**config.mk**
```make
export PLATFORM = sky130hd
export DESIGN_NAME = edd_ram
export DESIGN_NICKNAME = d
export VERILOG_FILES = /design/src/rtl/edd_ram.sv
export SDC_FILE = /design/constraint.sdc
export NUM_CORES = 2
export LEC_CHECK = 0
export BUFFER_PORTS_ARGS = -buffer_cell sky130_fd_sc_hd__buf_2
export CAP_MARGIN = 15
export CORE_UTILIZATION = 60
export CTS_CLUSTER_DIAMETER = 80
export DETAILED_ROUTE_END_ITERATION = 16
export PLACE_DENSITY = 0.72
export RECOVER_POWER = 25
export SLEW_MARGIN = 25
export SYNTH_ARGS = -nofsm -noshare
export SYNTH_HDL_FRONTEND = slang
export SYNTH_SLANG_ARGS = --single-unit
```
**constraint.sdc**
```tcl
create_clock -name clk -period 4.45 [get_ports clk]
set_clock_uncertainty 0.1 [all_clocks]
set_input_delay 0.445 -clock clk [delete_from_list [all_inputs] [get_ports clk]]
set_output_delay 0.445 -clock clk [all_outputs]
set_load 0.05 [all_outputs]
```
**src/rtl/edd_ram.sv**
```systemverilog
// Generic single-port RAM with registered read data.
module edd_ram #(
    parameter int WIDTH = 8,
    parameter int DEPTH = 256
) (
    input  logic                     clk,
    input  logic                     we,
    input  logic [$clog2(DEPTH)-1:0] addr,
    input  logic [WIDTH-1:0]         wdata,
    output logic [WIDTH-1:0]         rdata
);
    logic [WIDTH-1:0] mem [DEPTH];

    always_ff @(posedge clk)
    begin
        if (we)
        begin
            mem[addr] <= wdata;
        end
        rdata <= mem[addr];
    end
endmodule

```
### After elaboration in Yosys (flattened, before gate mapping)

Memory sizes are Yosys's and may differ from the RTL's. A register that Yosys moved wholly into a read port is not among the register bits.
Cells that the tools add are included.

* bits of input ports: 18
* flip-flop bits (word level): 0
* memories kept: 1
* latch bits: 0
* ROM bits: 0
* word-level logic and storage cells: 3
* memory bits (writable): 2048
* output and inout port bits: 8

* add/subtract/negate cells: 0
* order comparisons: 0
* multiply operators: 0
* shift operators: 0
* div/mod/pow operators: 0
* muxes and demuxes: 2
* bitwise logic cells: 0
* eq/ne operators: 0
* reductions and logical operators: 0

Memory list
* mem: words 256, width 8, rd ports 1, clocked after Yosys merged registers in 1, write ports 1, line 12 `logic [WIDTH-1:0] mem [DEPTH];`

Operators by type and width (count)
* 1-bit 2-to-1 mux: 2

### Logic depth before layout (Yosys ltp)

* depth after elaboration: 2
* mapped depth: 10
* gate-level depth less buffers: 5

### Least setup slack after synthesis

Ideal clock, no wire load.

* kind: input -> register
* start point: input addr[1]
* end point: memory mem[111][0], enable pin
* cell stages on the path: 9
* path buffers: 5
* setup time: 0.370 ns
* required time: 3.980 ns
* arrival time: 2.294 ns
* setup slack: 1.686 ns
* path through: buf_2 -> clkbuf_1 -> clkbuf_1 -> nand2_1 -> buf_2 -> nor2_1 -> nand2_1 -> clkbuf_1 -> nor2_1

RTL lines
* start: declaration: line 8 `input logic [$clog2(DEPTH)-1:0] addr,`
* end: declaration: line 12

No word-level cell before the write port.

### Final worst setup path

* start point: input wdata[1]
* end point: memory mem[194][1], data pin

RTL lines
* start: declaration: line 9 `input logic [WIDTH-1:0] wdata,`

No word-level cell before the write port.

==> results.cfg <==
[critical_path]
reg2reg_slack_ps = 1470
crit_buf_inv = 2
required_ps = 4870
rr_endpoint = rdata[7]
rr_worst_depth = 6
cp-end-kind = flop
critPathLaunch = wdata[1]
cp_num_cells = 2
cp_data_arrival_time_ps = 4110
critical_path_class = in -> reg
worstPathMaxFanout = 94
path_delay_family = buffers and inverters
slowest_stage = dlymetal6s4s_1
r2r_start = mem[62][7]
crit_end = mem[194][1]
cp_cell_sequence = dlymetal6s4s_1 -> buf_4
start_kind = primary input
slowest_delay_ps = 2730

[sta]
hold_violations = 0
worst_pin_slew_ps = 4028
period_share_pct = 82.92
max_freq_mhz = 271.0
setup_violations = 0
rsz0062_at_grt = false
whs_ps = 167.9
finalMaxSlewViolations = 793
fin_tns_setup_ps = 0
relSlewSlack_pct = -168.5
final.min_clock_period_ps = 3690

[placement]
dp_hpwl_mm = 109.6
dp_cells = 5296
io_buffers = 25
gp_congestion = 0.8493

[clock_network]
worstSkewPairLatency_ps = 830
cts_tree = built
htreeDepth = 4
hold_buffers = 0
clock-sinks = 2056
clkSlewWorstSetupHoldPaths_ps = 60
cts_buffers = 193
clock_path_buffers = 3
post_cts_buffers = 0
clockRootBuffer = clkbuf_16
cts_resized = 0

[die]
rows = 132
core-area_um2 = 129600
die_y_um = 363.7
die_area_um2 = 132300
io_pins = 26
initial_core_util_pct = 60.54
fp.dieW_um = 363.7

[synthesis]
synth_area_um2 = 78490
synth_top_family_by_area = multiplexers
netlist-cell-type-count = 22
synth_fa_ha_area_share_pct = 0
synth_xor_area_share_pct = 0
synth.yosys.seq_area_share_pct = 78.55
synth-seq-cells = 2056
synthCells = 3547
ys_warn_count = 0
avgSynthCellArea_um2 = 22.13
synth-compound-area-share_pct = 3.622
syn-num-nets = 3565
synth-simple-area-share_pct = 1.733
synthMuxAreaShare_pct = 14.69

[route]
vias = 38490
firstDrtPassIters = 5
drc = 0
first_iter_violations = 5270
drtAntennaViolNets = 0
drt_wl_total_mm = 185.0
avgRoutedWirePerCell_um = 32.71
via_per_inst = 6.806

[global_route]
antenna_found_initial = 9
grt_use_total_pct = 28.76
overflow = 0
grt_pass1_vias = 39170
grt_max_degree = 157
grt_pass1_wl_mm = 270.6

[final_layout]
layout_common_cells = 2048 x edfxtp_1, 512 x mux4_2, 256 x a22oi_1
layout_commonest_cell = edfxtp_1
drive_gt1_share_pct = 26.63
instances_no_fill = 5655
layout-area-overhead-vs-synth_pct = 12.34
nets = 3770

[hold_path]
hold_path_class = in -> reg
hold_path_depth = 5

[pwr]
p_leak_nw = 27.07
peakVddDrop_uv = 508.1
p_per_area_nw_per_um2 = 452.5

[run]
max_cap_viol_count = 8

[status]
violations = capacitance limit, slew limit
status = complete, but fails checks
final cells by class:
type / count / area [um2]
Multi-Input combinational cell: 1258 / 15770
Sequential cell: 2056 / 61660
Antenna cell: 4 / 10.01
Inverter: 1 / 3.754
Clock buffer: 234 / 5077
Tap cell: 1742 / 2180
Timing Repair Buffer: 242 / 2161
Fill cell: 7729 / 41470
Clock inverter: 118 / 1324
worst min-delay path by stage:
| stage | from | end | slack, ps |
|---|---|---|---|
| global placement | mem[230][5] | rdata[5] | 820 |
| detailed placement | mem[3][1] | rdata[1] | 840 |
| CTS | addr[6] | rdata[2] | 120 |
| finish | addr[6] | rdata[2] | 170 |
| global route | addr[6] | rdata[2] | 170 |
| floorplan | wdata[0] | mem[0][0] | 440 |
cells by family (layout without fill, tap and decap cells):
kind of cell,after synthesis,count (layout)
other cells,0,4
buf+inv,233,595
compound gates,416,416
mux,512,512
simple gates,330,330
flops,2056,2056
flip-flops by register name, indices dropped and copies added (netlist names):
name / cells
mem: 2048
rdata: 8
Yosys cell counts, drive strengths merged:
cell       n  share of area [%]
buf       87               0.70
nand4      8              0.064
nor2b      7              0.056
nor2     232                1.1
a22oi    256                2.4
or3        1             0.0080
nand3     13              0.083
edfxtp  2048                 78
o41ai     32               0.36
inv        1             0.0048
nor3      30               0.19
and2       3              0.024
nand2b     6              0.048
or2        2              0.016
dfxtp      8               0.20
nand2     28               0.13
a21oi    128               0.82
mux4     512                 15
clkbuf   145               0.69
metal layers:
layer / vias to the layer above / GRT usage (%) / routed length, um
met3: 356 / 6.261 / 20550
met2: 2324 / 44.70 / 89360
met5: - / 0 / 44
met1: 20330 / 41.51 / 69320
met4: 8 / 9.200 / 5700
li1: 15480 / - / -
per-stage QoR:
stage                     power, mW  area (um2)  utilization (%)  setup WS, ps
after floorplan               22.76       78490                -          1686
after global placement        23.56       81750            63.05         191.2
after detailed placement      23.62       81760            63.06         342.1
after CTS                     40.01       88160            68.00          1207
after global routing          40.86       88170            68.01         576.4
final                         39.90       88180            68.01         759.9
report_power, final:
group	switching (mW)	internal [mW]	total (mW)
combinational	1.20	0.645	1.84
sequential	0.0326	21.4	21.4
clock	7.03	9.63	16.7
total	8.26	31.6	39.9
(Power assumes the default switching activity.)
