## src/rtl/edd_pkg.sv

```systemverilog
// Shared constants and types for the entropy group detector.
package edd_pkg;
    localparam int ADDRESS_SPAN = 256;
    localparam int ADDR_W = $clog2(ADDRESS_SPAN);
    localparam int DIST_W = ((ADDR_W > 8) ? ADDR_W : 8) + 1;
    localparam int DVD_W = 48;
    localparam int DVS_W = 32;
    localparam logic [16:0] PROB_ONE = 17'd65536;
    localparam logic [15:0] SCORE_MAX = 16'hFFFF;
    localparam logic [11:0] ENT_MAX = 12'hFFF;

    typedef enum logic [1:0] {
        CFG_DIST      = 2'd0,
        CFG_ENT_THR   = 2'd1,
        CFG_SCORE_THR = 2'd2,
        CFG_INIT_REF  = 2'd3
    } cfg_idx_t;

    typedef struct packed {
        logic busy;
        logic done;
    } unit_stat_t;
endpackage

```

## src/rtl/edd_div.sv

```systemverilog
// Restoring divider that produces one quotient bit per cycle.
module edd_div (
    input  logic                      clk,
    input  logic                      rst_n,
    input  logic                      start,
    input  logic [edd_pkg::DVD_W-1:0] dividend,
    input  logic [edd_pkg::DVS_W-1:0] divisor,
    output edd_pkg::unit_stat_t       stat,
    output logic [edd_pkg::DVD_W-1:0] quotient
);
    import edd_pkg::*;

    logic             busy_reg;
    logic             done_reg;
    logic [5:0]       cnt_reg;
    logic [DVS_W-1:0] rem_reg;
    logic [DVS_W-1:0] dvs_reg;
    logic [DVD_W-1:0] quot_reg;
    logic [DVS_W:0]   rem_sh;
    logic [DVS_W:0]   diff;
    logic             ge;

    assign rem_sh = {rem_reg, quot_reg[DVD_W-1]};
    assign ge = rem_sh >= {1'b0, dvs_reg};
    assign diff = rem_sh - {1'b0, dvs_reg};

    always_ff @(posedge clk or negedge rst_n)
    begin
        if (!rst_n)
        begin
            busy_reg <= 1'b0;
            done_reg <= 1'b0;
            cnt_reg <= '0;
        end
        else
        begin
            done_reg <= 1'b0;
            if (start)
            begin
                busy_reg <= 1'b1;
                cnt_reg <= '0;
            end
            else if (busy_reg)
            begin
                cnt_reg <= cnt_reg + 6'd1;
                if (cnt_reg == 6'(DVD_W - 1))
                begin
                    busy_reg <= 1'b0;
                    done_reg <= 1'b1;
                end
            end
        end
    end

    always_ff @(posedge clk)
    begin
        if (start)
        begin
            rem_reg <= '0;
            dvs_reg <= divisor;
            quot_reg <= dividend;
        end
        else if (busy_reg)
        begin
            rem_reg <= ge ? diff[DVS_W-1:0] : rem_sh[DVS_W-1:0];
            quot_reg <= {quot_reg[DVD_W-2:0], ge};
        end
    end

    assign stat.busy = busy_reg;
    assign stat.done = done_reg;
    assign quotient = quot_reg;
endmodule

```

## config.mk

```make
export PLATFORM = sky130hd
export DESIGN_NAME = edd_div
export DESIGN_NICKNAME = d
export VERILOG_FILES = /design/src/rtl/edd_pkg.sv /design/src/rtl/edd_div.sv
export SDC_FILE = /design/constraint.sdc
export NUM_CORES = 1
export LEC_CHECK = 0
export BUFFER_PORTS_ARGS = -buffer_cell sky130_fd_sc_hd__buf_4
export CAP_MARGIN = 20
export CORE_MARGIN = 2
export CORE_UTILIZATION = 55
export CTS_BUF_LIST = sky130_fd_sc_hd__clkbuf_4
export DETAILED_ROUTE_END_ITERATION = 10
export MAX_ROUTING_LAYER = met4
export PLACE_DENSITY = 0.92
export SLEW_MARGIN = 20
export SYNTH_ARGS = -nofsm -noshare
export SYNTH_HDL_FRONTEND = slang
export SYNTH_SLANG_ARGS = --single-unit
export TNS_END_PERCENT = 50
```

## constraint.sdc

```tcl
create_clock -name clk -period 3.3 [get_ports clk]
set_clock_uncertainty 0.1 [all_clocks]
set_input_delay 0.66 -clock clk [delete_from_list [all_inputs] [get_ports clk]]
set_output_delay 0.66 -clock clk [all_outputs]
set_load 0.005 [all_outputs]
```

Word level (Yosys, flattened, before mapping)
Cells that the tools add are included.

cells by class
  shift-type cells = 0
  mux-type cells = 11
  $lt $le $gt $ge = 1
  eq/ne operators = 1
  multipliers = 0
  div/mod/pow operators = 0
  reductions and logical operators = 1
  bitwise operators = 0
  add/sub/neg operators = 2

operator list
  cell                                          count
  2-to-1 mux 48 bit                             2
  greater-or-equal comparator 33 x 32 -> 1 bit  1
  2-to-1 mux 32 bit                             1
  subtractor 32 bit                             1
  2-to-1 mux 6 bit                              2
  adder 6 x 1 -> 6 bit, second input constant   1
  == test 6 bit, second input constant          1
  2-to-1 mux 1 bit                              6
  nonzero test 2 bit                            1

storage, ports and cells
  latch bits = 0
  input bits = 83
  memories kept = 0
  bits in registers = 120
  output and inout port bits = 50
  bits in writable memories = 0
  bits in read-only memories = 0
  logic and storage cells = 22

Longest topological paths before layout
Gate-level depths: netlist of the first run.

  depth in word-level cells = 4
  gate-level depth with buffers = 13
  gate-level depth less buffers = 12

Worst setup path before layout of the first run
No wires, ideal clock.

  path kind = in2reg
  from = input port start
  to = register quot_reg[0], in the netlist quotient[0], enable pin
  path buffers = 2
  data required time = 2.798 ns
  cell stages on the path = 4
  path slack = 0.606 ns
  data arrival time = 2.192 ns
  setup time = 0.402 ns
  cell sequence = clkbuf_1 -> clkbuf_1 -> nor2_1 -> inv_1

between the ends
  word-level cells in the longest chain between the ends = 1

ends and longest elaborated chain
  element                              RTL line       source
  start, declared                      edd_div.sv:5   input logic start,
  nonzero test 2 bit (no source line)  -
  end signal, assigned                 edd_div.sv:61  quot_reg <= dividend;
  end signal, assigned                 edd_div.sv:66  quot_reg <= {quot_reg[DVD_W-2:0], ge};
  end, declared                        edd_div.sv:18  logic [DVD_W-1:0] quot_reg;

No other way between the ends.
A chain may end at the register's enable or synchronous reset.

Final worst setup path of the first run
  from = register dvs_reg[1]
  to = register rem_reg[19]

between the ends
  word-level cells in the longest chain between the ends = 2
  elaborated cells on any way between the ends = 3
  classes of those cells = 1 x add/sub; 1 x order compare; 1 x mux

ends and longest elaborated chain
  element                                                                            RTL line                      source
  start, declared                                                                    edd_div.sv:17                 logic [DVS_W-1:0] dvs_reg;
  start signal, assigned                                                             edd_div.sv:60                 dvs_reg <= divisor;
  subtractor 32 bit or greater-or-equal comparator 33 x 32 -> 1 bit (tied branches)  edd_div.sv:25, edd_div.sv:24
  2-to-1 mux 32 bit *                                                                edd_div.sv:65                 rem_reg <= ge ? diff[DVS_W-1:0] : rem_sh[DVS_W-1:0];
  end signal, assigned                                                               edd_div.sv:65
  end, declared                                                                      edd_div.sv:16                 logic [DVS_W-1:0] rem_reg;

Every way passes the cells marked *; elsewhere a longest branch is shown, timed or not.

==> results of run 1 <==
==> worst min-delay path by stage <==
stage | startpoint | to | slack, ns | cells after the start
6_report | divisor[4] | dvs_reg[4]$_DFFE_PP_ | 0.15 | 1
5_1_grt | divisor[4] | dvs_reg[4]$_DFFE_PP_ | 0.12 | 1
4_1_cts | divisor[4] | dvs_reg[4]$_DFFE_PP_ | 0.13 | 1
3_5_place_dp | rst_n | done_reg$_DFF_PN0_ | 0.38 | 1
3_3_place_gp | rst_n | done_reg$_DFF_PN0_ | 0.38 | 1
2_1_floorplan | rst_n | busy_reg$_DFF_PN0_ | 0.26 | 0
==> area by class of cell <==
type                            count  area share, %
Inverter                           42           1.95
Clock inverter                     12           1.56
Timing Repair Buffer              142           13.4
Clock buffer                       20           1.85
Tap cell                          147           2.27
Sequential cell                   120           40.1
Multi-Input combinational cell    450           38.9
Antenna cell                        1         0.0309
==> where the power goes <==
part	total [mW]	switching (mW)	leakage [nW]	internal (mW)
Clock	1.04	0.570	0.143	0.471
Combinational	2.30	1.29	2.15	1.02
Sequential	2.06	0.180	1.19	1.88
Total	5.40	2.04	3.48	3.36
==> repair_timing <==
item | in CTS | in global routing
hold endpoints to repair | 8 | 0
gates resized for setup | 0 | 0
setup buffers | 0 | 0
hold buffers | 1 | 0
==> cell usage after synthesis, drive strengths merged, types with 3 or more instances <==
cell and count:
inv 42, and3 3, edfxtp 80, nand3b 4, o21a 5, buf 17
o31ai 3, a21o 12, clkbuf 22, xor2 13, nand4 15, o211ai 5
dfxtp 32, mux2i 3, o21bai 3, nand2 87, nor3 5, nand3 5
and2 3, mux2 49, ha 33, dfrtp 8, nor2b 6, a31oi 5
nor2 55, a211oi 5, a311oi 24, xnor2 17, nand2b 5, a21oi 39
o21ai 28
==> critical path, delay by kind of cell (launching register included) <==
kind	cells	cell delay (ns)
compound gates	6	1.54
fa+ha+maj	1	0.29
buf+inv	2	0.26
flops	1	0.40
simple gates	2	0.43
==> routing by layer <==
layer  global-route usage, %  vias to the layer above
li1                        -                     2597
met1                    29.2                     2472
met2                    39.2                      167
met3                    6.85                       33
met4                    10.3                        0
met5                       -                        -
==> kinds of logic after synthesis <==
group	synth area share, %
XOR/XNOR	3.89
multiplexers	8.62
AND/OR/NAND/NOR	13.1
AO/OA/AOI/OAI	14.7
adder cells (fa/ha/maj)	6.42
buffers and inverters	5.25
flip-flops	48.1
==> impl_metrics.env, run 1 <==
export IMPL_post_synth_top_area_fraction_pct=35.6
export IMPL_cpMaxStageDelayCell="edfxtp_1"
export IMPL_dp_worst_setup_slack_ns=0.245
export IMPL_setup_viol=0
export IMPL_power_density_nw_per_um2=667
export IMPL_cts_tree="built"
export IMPL_end_kind="flop"
export IMPL_insertion_delay_ns=0.57
export IMPL_gp_congestion=0.923
export IMPL_synth_ff_type="edfxtp_1"
export IMPL_drt_first_iter_violations=385
export IMPL_fmax_ghz=0.322
export IMPL_wl_met3_um=924
export IMPL_fp_coreArea_um2=12000
export IMPL_fin_nets=890
export IMPL_synth_cell_area_um2=6750
export IMPL_avgSynthCellArea_um2=10.4
export IMPL_worstSetupPathType="flop to flop"
export IMPL_final_cell_mix="140 x buf_4, 87 x nand2_1, 80 x edfxtp_1"
export IMPL_grt_max_degree=96
export IMPL_grt_overflow_total=0
export IMPL_vias=5269
export IMPL_synthToLayoutAreaGrowth_pct=20.0
export IMPL_cp_endpoint="rem_reg[19]$_SDFFE_PP0P_"
export IMPL_root_buffer="clkbuf_4"
export IMPL_dr_wl_met2_um=7170
export IMPL_die_y_um=115
export IMPL_timing_rr_start="dvs_reg[1]$_DFFE_PP_"
export IMPL_slew_violations=0
export IMPL_finalCoreUtilization_pct=67.4
export IMPL_vdd_drop_max_v=0.000351
export IMPL_ant_nets=0
export IMPL_m1WireLength_um=6510
export IMPL_htree_levels=4
export IMPL_ys_seq_area_share_pct=48.1
export IMPL_rr_worst_depth=11
export IMPL_power_mw=5.40
export IMPL_grt_pass1_wl_um=24300
export IMPL_dp_hpwl_um=10900
export IMPL_crit_fanout=19
export IMPL_highest_layer="met4"
export IMPL_fin_area_um2=8100
export IMPL_slew_limit_headroom_pct=56.6
export IMPL_pin_count=133
export IMPL_drive_gt1_share_pct=30.0
export IMPL_syn_inst=651
export IMPL_yosysUniqueCellTypes=60
export IMPL_grtUsageTotal_pct=24.5
export IMPL_clkTransAtPathRegs_ns=0.12
export IMPL_fill_cells=928
export IMPL_multi_input_area_um2=3150
export IMPL_vias_per_cell=5.64
export IMPL_ys_warn_count=0
export IMPL_drv_cap=0
export IMPL_io_buffers=132
export IMPL_synthArstFlopShare_pct=6.67
export IMPL_period_minus_slack_ns=3.11
export IMPL_placedCellCount=900
export IMPL_grt_pass1_vias=5262
export IMPL_ys_ff_latch=120
export IMPL_layout_commonest_cell="buf_4"
export IMPL_wl_per_cell_um=16.1
export IMPL_drt_wl_total_um=15000
export IMPL_rsz0062_at_grt="no"
export IMPL_cts_num_sinks=120
export IMPL_worstPathRequired_ns=3.69
export IMPL_start_util_pct=56.2
export IMPL_dieWidth_um=115
export IMPL_row_count=40
export IMPL_layout_cells_non_filler=934
export IMPL_holdWs_ns=0.151
export IMPL_fin_ws_ns=0.190
export IMPL_tns_ns=0
export IMPL_clockBufferDepth=2
export IMPL_critPathLaunch="dvs_reg[1]$_DFFE_PP_"
export IMPL_r2r_end="rem_reg[19]$_SDFFE_PP0P_"
export IMPL_cts_buffers=17
export IMPL_drc=0
export IMPL_status="finished, final reports clean"
export IMPL_dieArea_um2=13200
export IMPL_grt_antenna_before_repair=0
export IMPL_placed_area_um2=7810
export IMPL_drt_first_pass_iters=5
export IMPL_start_kind="flop"
export IMPL_largest_reg_flops=48
export IMPL_worstPathCellList="inv_1 -> ha_1 -> nor2b_1 -> o2111ai_1 -> a2111oi_4 -> nand3b_2 -> a21oi_2 -> o21a_1 -> buf_4 -> a311o_1 -> a311oi_1"
export IMPL_fin_crit_sh_pct=94.2
export IMPL_rrSetupSlack_ns=0.19
export IMPL_cp_arrival_ns=3.50
export IMPL_p_leak_nw=3.48
export IMPL_yosys_area_top_type="edfxtp_1"
export IMPL_synth_edff_count=80
export IMPL_worst_pin_slew_ns=0.651
export IMPL_hold_path_class="primary input to flop"
export IMPL_slowest_delay_ns=0.40
export IMPL_seqCellArea_um2=3240
export IMPL_synthTopCellsByArea="edfxtp_1 36%, dfxtp_1 9.5%, mux2_2 8.2%, ha_1 6.1%, nand2_1 4.8%"
export IMPL_hold_viol=0
export IMPL_synth_net_count=768
No activity file was read; power rests on OpenSTA's default activity.
==> inputs of run 2 (changes only) <==
CORE_UTILIZATION = 30   (was 55)
CTS_CLUSTER_DIAMETER = 200   (was default)
PLACE_DENSITY = 0.61   (was 0.92)
==> impl_metrics.env, run 2 (synthesized netlist as in run 1, its figures left out) <==
export IMPL_root_buffer="clkbuf_4"
export IMPL_timing_rr_start="dvs_reg[1]$_DFFE_PP_"
export IMPL_fin_nets=912
export IMPL_seqCellArea_um2=3240
export IMPL_pwr_share_comb_pct=45.1
export IMPL_power_density_nw_per_um2=665
export IMPL_cts_buffers=17
export IMPL_cp_arrival_ns=3.39
export IMPL_cts_num_sinks=120
export IMPL_min_from="divisor[3]"
export IMPL_clkTransAtPathRegs_ns=0.14
export IMPL_synthToLayoutAreaGrowth_pct=25.2
export IMPL_highest_layer="met4"
export IMPL_row_count=54
export IMPL_layout_commonest_cell="buf_4"
export IMPL_drt_first_pass_iters=4
export IMPL_dieArea_um2=23700
export IMPL_p_leak_nw=3.59
export IMPL_dr_wl_met2_um=7400
export IMPL_cts_tree="built"
export IMPL_p_sw_share_pct=40.2
export IMPL_tns_ns=0
export IMPL_p_seq_share_pct=36.6
export IMPL_fmax_ghz=0.332
export IMPL_dp_hpwl_um=11900
export IMPL_power_mw=5.61
export IMPL_start_util_pct=30.7
export IMPL_holdPathEnd="dvs_reg[3]$_DFFE_PP_"
export IMPL_drc=0
export IMPL_setup_viol=0
export IMPL_hold_path_class="primary input to flop"
export IMPL_r2r_end="rem_reg[27]$_SDFFE_PP0P_"
export IMPL_switchingPower_mw=2.26
export IMPL_pin_count=133
export IMPL_grt_overflow_total=0
export IMPL_hold_depth=1
export IMPL_drive_gt1_share_pct=32.4
export IMPL_hold_viol=0
export IMPL_worstPathRequired_ns=3.68
export IMPL_vdd_drop_max_v=0.000240
export IMPL_drt_wl_total_um=16800
export IMPL_fp_coreArea_um2=22000
export IMPL_intPower_mw=3.36
export IMPL_placedCellCount=1053
export IMPL_gp_congestion=0.898
export IMPL_ant_nets=0
export IMPL_cpMaxStageDelayCell="a2111oi_4"
export IMPL_placed_area_um2=8140
export IMPL_slowest_delay_ns=0.39
export IMPL_largest_reg_flops=48
export IMPL_grt_pass1_wl_um=27500
export IMPL_die_y_um=154
export IMPL_period_minus_slack_ns=3.01
export IMPL_htree_levels=4
export IMPL_grt_max_degree=122
export IMPL_m1WireLength_um=7840
export IMPL_status="finished, final reports clean"
export IMPL_final_cell_mix="160 x buf_4, 87 x nand2_1, 80 x edfxtp_1"
export IMPL_rsz0062_at_grt="no"
export IMPL_dieWidth_um=154
export IMPL_end_kind="flop"
export IMPL_drv_cap=0
export IMPL_layout_cells_non_filler=1089
export IMPL_worstSetupPathType="flop to flop"
export IMPL_fin_area_um2=8450
export IMPL_vias_per_cell=4.88
export IMPL_drt_first_iter_violations=289
export IMPL_start_kind="flop"
export IMPL_insertion_delay_ns=0.56
export IMPL_vias=5319
export IMPL_io_buffers=132
export IMPL_fin_crit_sh_pct=91.3
export IMPL_worst_pin_slew_ns=0.730
export IMPL_rrSetupSlack_ns=0.29
export IMPL_grt_pass1_vias=5391
export IMPL_clkPwrFrac_pct=18.2
export IMPL_slew_limit_headroom_pct=51.3
export IMPL_worstPathCellList="inv_1 -> ha_1 -> nor2b_2 -> o2111ai_2 -> a2111oi_4 -> nand3b_2 -> a21oi_2 -> buf_4 -> o21a_4 -> buf_12 -> o311a_1 -> nor3_2"
export IMPL_wl_per_cell_um=15.4
export IMPL_grtUsageTotal_pct=15.0
export IMPL_slew_violations=0
export IMPL_crit_fanout=12
export IMPL_grt_antenna_before_repair=1
export IMPL_multi_input_area_um2=3180
export IMPL_wl_met3_um=1350
export IMPL_fill_cells=2198
export IMPL_rr_worst_depth=12
export IMPL_clockBufferDepth=2
[run 2: what timing repair did]
item                                    CTS  global route
buffers inserted                          0             1
endpoints found under the setup margin    0            31
resized for setup                         0             6
endpoints found under the hold margin     8             0
hold buffers                              1             0
[run 2: cell type report]
| class | instances | share of cell area, % |
|---|---|---|
| clock inverter | 15 | 1.60 |
| sequential | 120 | 38.4 |
| clock buffer | 17 | 1.51 |
| antenna | 1 | 0.0296 |
| multi-input combinational | 451 | 37.6 |
| timing repair buffer | 163 | 14.8 |
| tap | 280 | 4.15 |
| inverter | 42 | 1.87 |
[run 2: power groups by stage]
stage	combinational [mW]	sequential, mW	clock [mW]
global route	2.83	2.10	1.12
floorplan	1.73	2.04	0
finish	2.53	2.06	1.02
detailed placement	2.48	2.09	0
global placement	2.46	2.08	0
CTS	2.49	2.06	1.07
[run 2: worst max-delay path by stage]
stage               cells after the start                        to                 start  slack (ns)
floorplan                               4     quotient[0]$_DFFE_PP_                 start        0.61
global placement                       11  rem_reg[15]$_SDFFE_PP0P_  dvs_reg[1]$_DFFE_PP_        0.19
detailed placement                     11  rem_reg[14]$_SDFFE_PP0P_  dvs_reg[1]$_DFFE_PP_        0.07
CTS                                    11  rem_reg[14]$_SDFFE_PP0P_  dvs_reg[1]$_DFFE_PP_       0.003
global route                           11  rem_reg[16]$_SDFFE_PP0P_  dvs_reg[1]$_DFFE_PP_       0.003
finish                                 12  rem_reg[27]$_SDFFE_PP0P_  dvs_reg[1]$_DFFE_PP_        0.29
[run 2: metal layers]
metal,up-vias,track usage [%]
met4,0,4.58
met5,-,-
met2,172,22.0
li1,2652,-
met1,2480,19.4
met3,15,5.21
[run 2: worst max-delay path, delay by kind of cell, from the launching register on]
kind	cells	cell delay (ns)
AOI/OAI and AO/OA	5	1.29
adders and majority gates	1	0.28
buffers and inverters	3	0.38
DFF	1	0.37
and+or+nand+nor	3	0.54
[run 2: through the flow]
step	hold WS [ns]	util, %	setup slack (ns)
3_5_place_dp	0.384	37.1	0.0695
2_1_floorplan	0.264	-	0.606
6_report	0.175	38.5	0.287
3_3_place_gp	0.383	37.1	0.195
5_1_grt	0.126	38.5	0.00279
4_1_cts	0.118	38.3	0.00343
==> inputs of run 3 (changes only) <==
clock period = 3.5 ns   (was 3.3 ns; I/O delays follow)
==> impl_metrics.env, run 3 (synthesized netlist as in run 1, its figures left out) <==
export IMPL_status="finished, final reports clean"
export IMPL_fill_cells=2208
export IMPL_vias=5281
export IMPL_hold_path_class="primary input to flop"
export IMPL_fin_nets=899
export IMPL_htree_levels=4
export IMPL_holdWs_ns=0.233
export IMPL_rr_worst_depth=12
export IMPL_drv_cap=0
export IMPL_slew_limit_headroom_pct=50.4
export IMPL_clkTransAtPathRegs_ns=0.13
export IMPL_rrSetupSlack_ns=0.33
export IMPL_p_leak_nw=3.50
export IMPL_drt_first_pass_iters=5
export IMPL_dieArea_um2=23700
export IMPL_insertion_delay_ns=0.54
export IMPL_grt_pass1_vias=5538
export IMPL_dieWidth_um=154
export IMPL_root_buffer="clkbuf_4"
export IMPL_period_minus_slack_ns=3.17
export IMPL_r2r_end="rem_reg[30]$_SDFFE_PP0P_"
export IMPL_cts_buffers=17
export IMPL_grt_antenna_before_repair=1
export IMPL_slowest_delay_ns=0.40
export IMPL_timing_rr_start="quotient[47]$_DFFE_PP_"
export IMPL_die_y_um=154
export IMPL_wl_per_cell_um=15.7
export IMPL_rsz0062_at_grt="no"
export IMPL_crit_top_cell="o21ai_0"
export IMPL_cp_arrival_ns=3.54
export IMPL_postCtsSetupBuffers=0
export IMPL_cts_tree="built"
export IMPL_gp_congestion=0.913
export IMPL_drive_gt1_share_pct=30.7
export IMPL_cpMaxStageDelayCell="edfxtp_1"
export IMPL_synthToLayoutAreaGrowth_pct=22.8
export IMPL_dp_worst_setup_slack_ns=0.223
export IMPL_worstPathCellList="inv_1 -> ha_1 -> fa_1 -> nor2b_1 -> o21bai_1 -> a31oi_1 -> o21ai_0 -> o211a_1 -> o31ai_1 -> a21oi_1 -> xor2_1 -> o21ai_0"
export IMPL_vias_per_cell=4.91
export IMPL_grtUsageTotal_pct=15.2
export IMPL_start_util_pct=30.7
export IMPL_slew_violations=0
export IMPL_worstSetupPathType="flop to flop"
export IMPL_grt_overflow_total=0
export IMPL_fin_crit_sh_pct=90.7
export IMPL_layout_commonest_cell="buf_4"
export IMPL_end_kind="flop"
export IMPL_vdd_drop_max_v=0.000256
export IMPL_power_density_nw_per_um2=617
export IMPL_drc=0
export IMPL_worstPathRequired_ns=3.87
export IMPL_final_cell_mix="149 x buf_4, 87 x nand2_1, 80 x edfxtp_1"
export IMPL_holdPathEnd="dvs_reg[30]$_DFFE_PP_"
export IMPL_ant_nets=0
export IMPL_drt_first_iter_violations=296
export IMPL_fmax_ghz=0.315
export IMPL_clockBufferDepth=2
export IMPL_min_from="divisor[30]"
export IMPL_fp_coreArea_um2=22000
export IMPL_pin_count=133
export IMPL_crit_fanout=4
export IMPL_grt_max_degree=49
export IMPL_drt_wl_total_um=16900
export IMPL_io_buffers=132
export IMPL_row_count=54
export IMPL_finalCoreUtilization_pct=37.7
export IMPL_setup_viol=0
export IMPL_tns_ns=0
export IMPL_cts_num_sinks=120
export IMPL_hold_viol=0
export IMPL_dp_hpwl_um=12200
export IMPL_worst_pin_slew_ns=0.744
export IMPL_fin_ws_ns=0.326
export IMPL_largest_reg_flops=48
export IMPL_start_kind="flop"
export IMPL_grt_pass1_wl_um=27900
export IMPL_hold_depth=1
[run 3: cell types whose count changed in the layout (fill, tap and decap cells not counted), sizes merged]
cell / delta
buf: -13
inv: -2
clkinvlp: +1
[run 3: worst max path at each step]
stage,start,end,slack (ns),cells past startpoint
detailed placement,dvs_reg[1]$_DFFE_PP_,rem_reg[12]$_SDFFE_PP0P_,0.22,11
CTS,dvs_reg[1]$_DFFE_PP_,rem_reg[12]$_SDFFE_PP0P_,0.16,11
global route,quotient[47]$_DFFE_PP_,rem_reg[26]$_SDFFE_PP0P_,0.003,12
global placement,dvs_reg[1]$_DFFE_PP_,rem_reg[13]$_SDFFE_PP0P_,0.37,11
floorplan,start,quotient[0]$_DFFE_PP_,0.77,4
finish,quotient[47]$_DFFE_PP_,rem_reg[30]$_SDFFE_PP0P_,0.33,12
[run 3: layout make-up]
type                       instances  area [um2]  area share (%)
antenna                            1        2.50          0.0302
clock buffer                      17         128            1.54
clock inverter                    14         115            1.39
inverter                          42         158            1.90
multi-input combinational        451        3160            38.1
sequential                       120        3240            39.2
tap                              280         350            4.23
timing repair buffer             150        1130            13.6
[run 3: through the flow]
stage	std cells	total power, mW	cell area [um2]
6_report	1075	5.12	8290
5_1_grt	1075	5.51	8290
4_1_cts	1073	5.14	8270
3_5_place_dp	1041	4.19	8020
3_3_place_gp	1041	4.18	8020
2_1_floorplan	651	3.56	6750
[run 3: per-layer routing]
metal,GRT usage [%],vias up,part of all wire [%]
li1,-,2624,-
met1,19.1,2467,46
met2,23.3,178,45
met3,5.30,12,7.8
met4,4.14,0,0.99
met5,-,-,0
[run 3: worst max-delay path, delay by kind of cell (launching register included)]
| family | cells | cell delay, ns |
|---|---|---|
| simple gates | 1 | 0.23 |
| xor+xnor | 1 | 0.15 |
| buf+inv | 1 | 0.05 |
| fa+ha+maj | 2 | 0.62 |
| compound gates | 7 | 1.55 |
| flops | 1 | 0.40 |
[run 3: report_power, final]
group | switching [mW] | internal (mW) | total, mW
registers | 0.174 | 1.77 | 1.94
clock network | 0.617 | 0.293 | 0.910
logic | 1.28 | 0.988 | 2.26
total | 2.07 | 3.05 | 5.12
[run 3: repair_timing]
action / CTS / global route
hold buffers: 1 / 0
endpoints found under the hold margin: 8 / 0
setup endpoints to repair: 0 / 8
gates resized for setup: 0 / 1
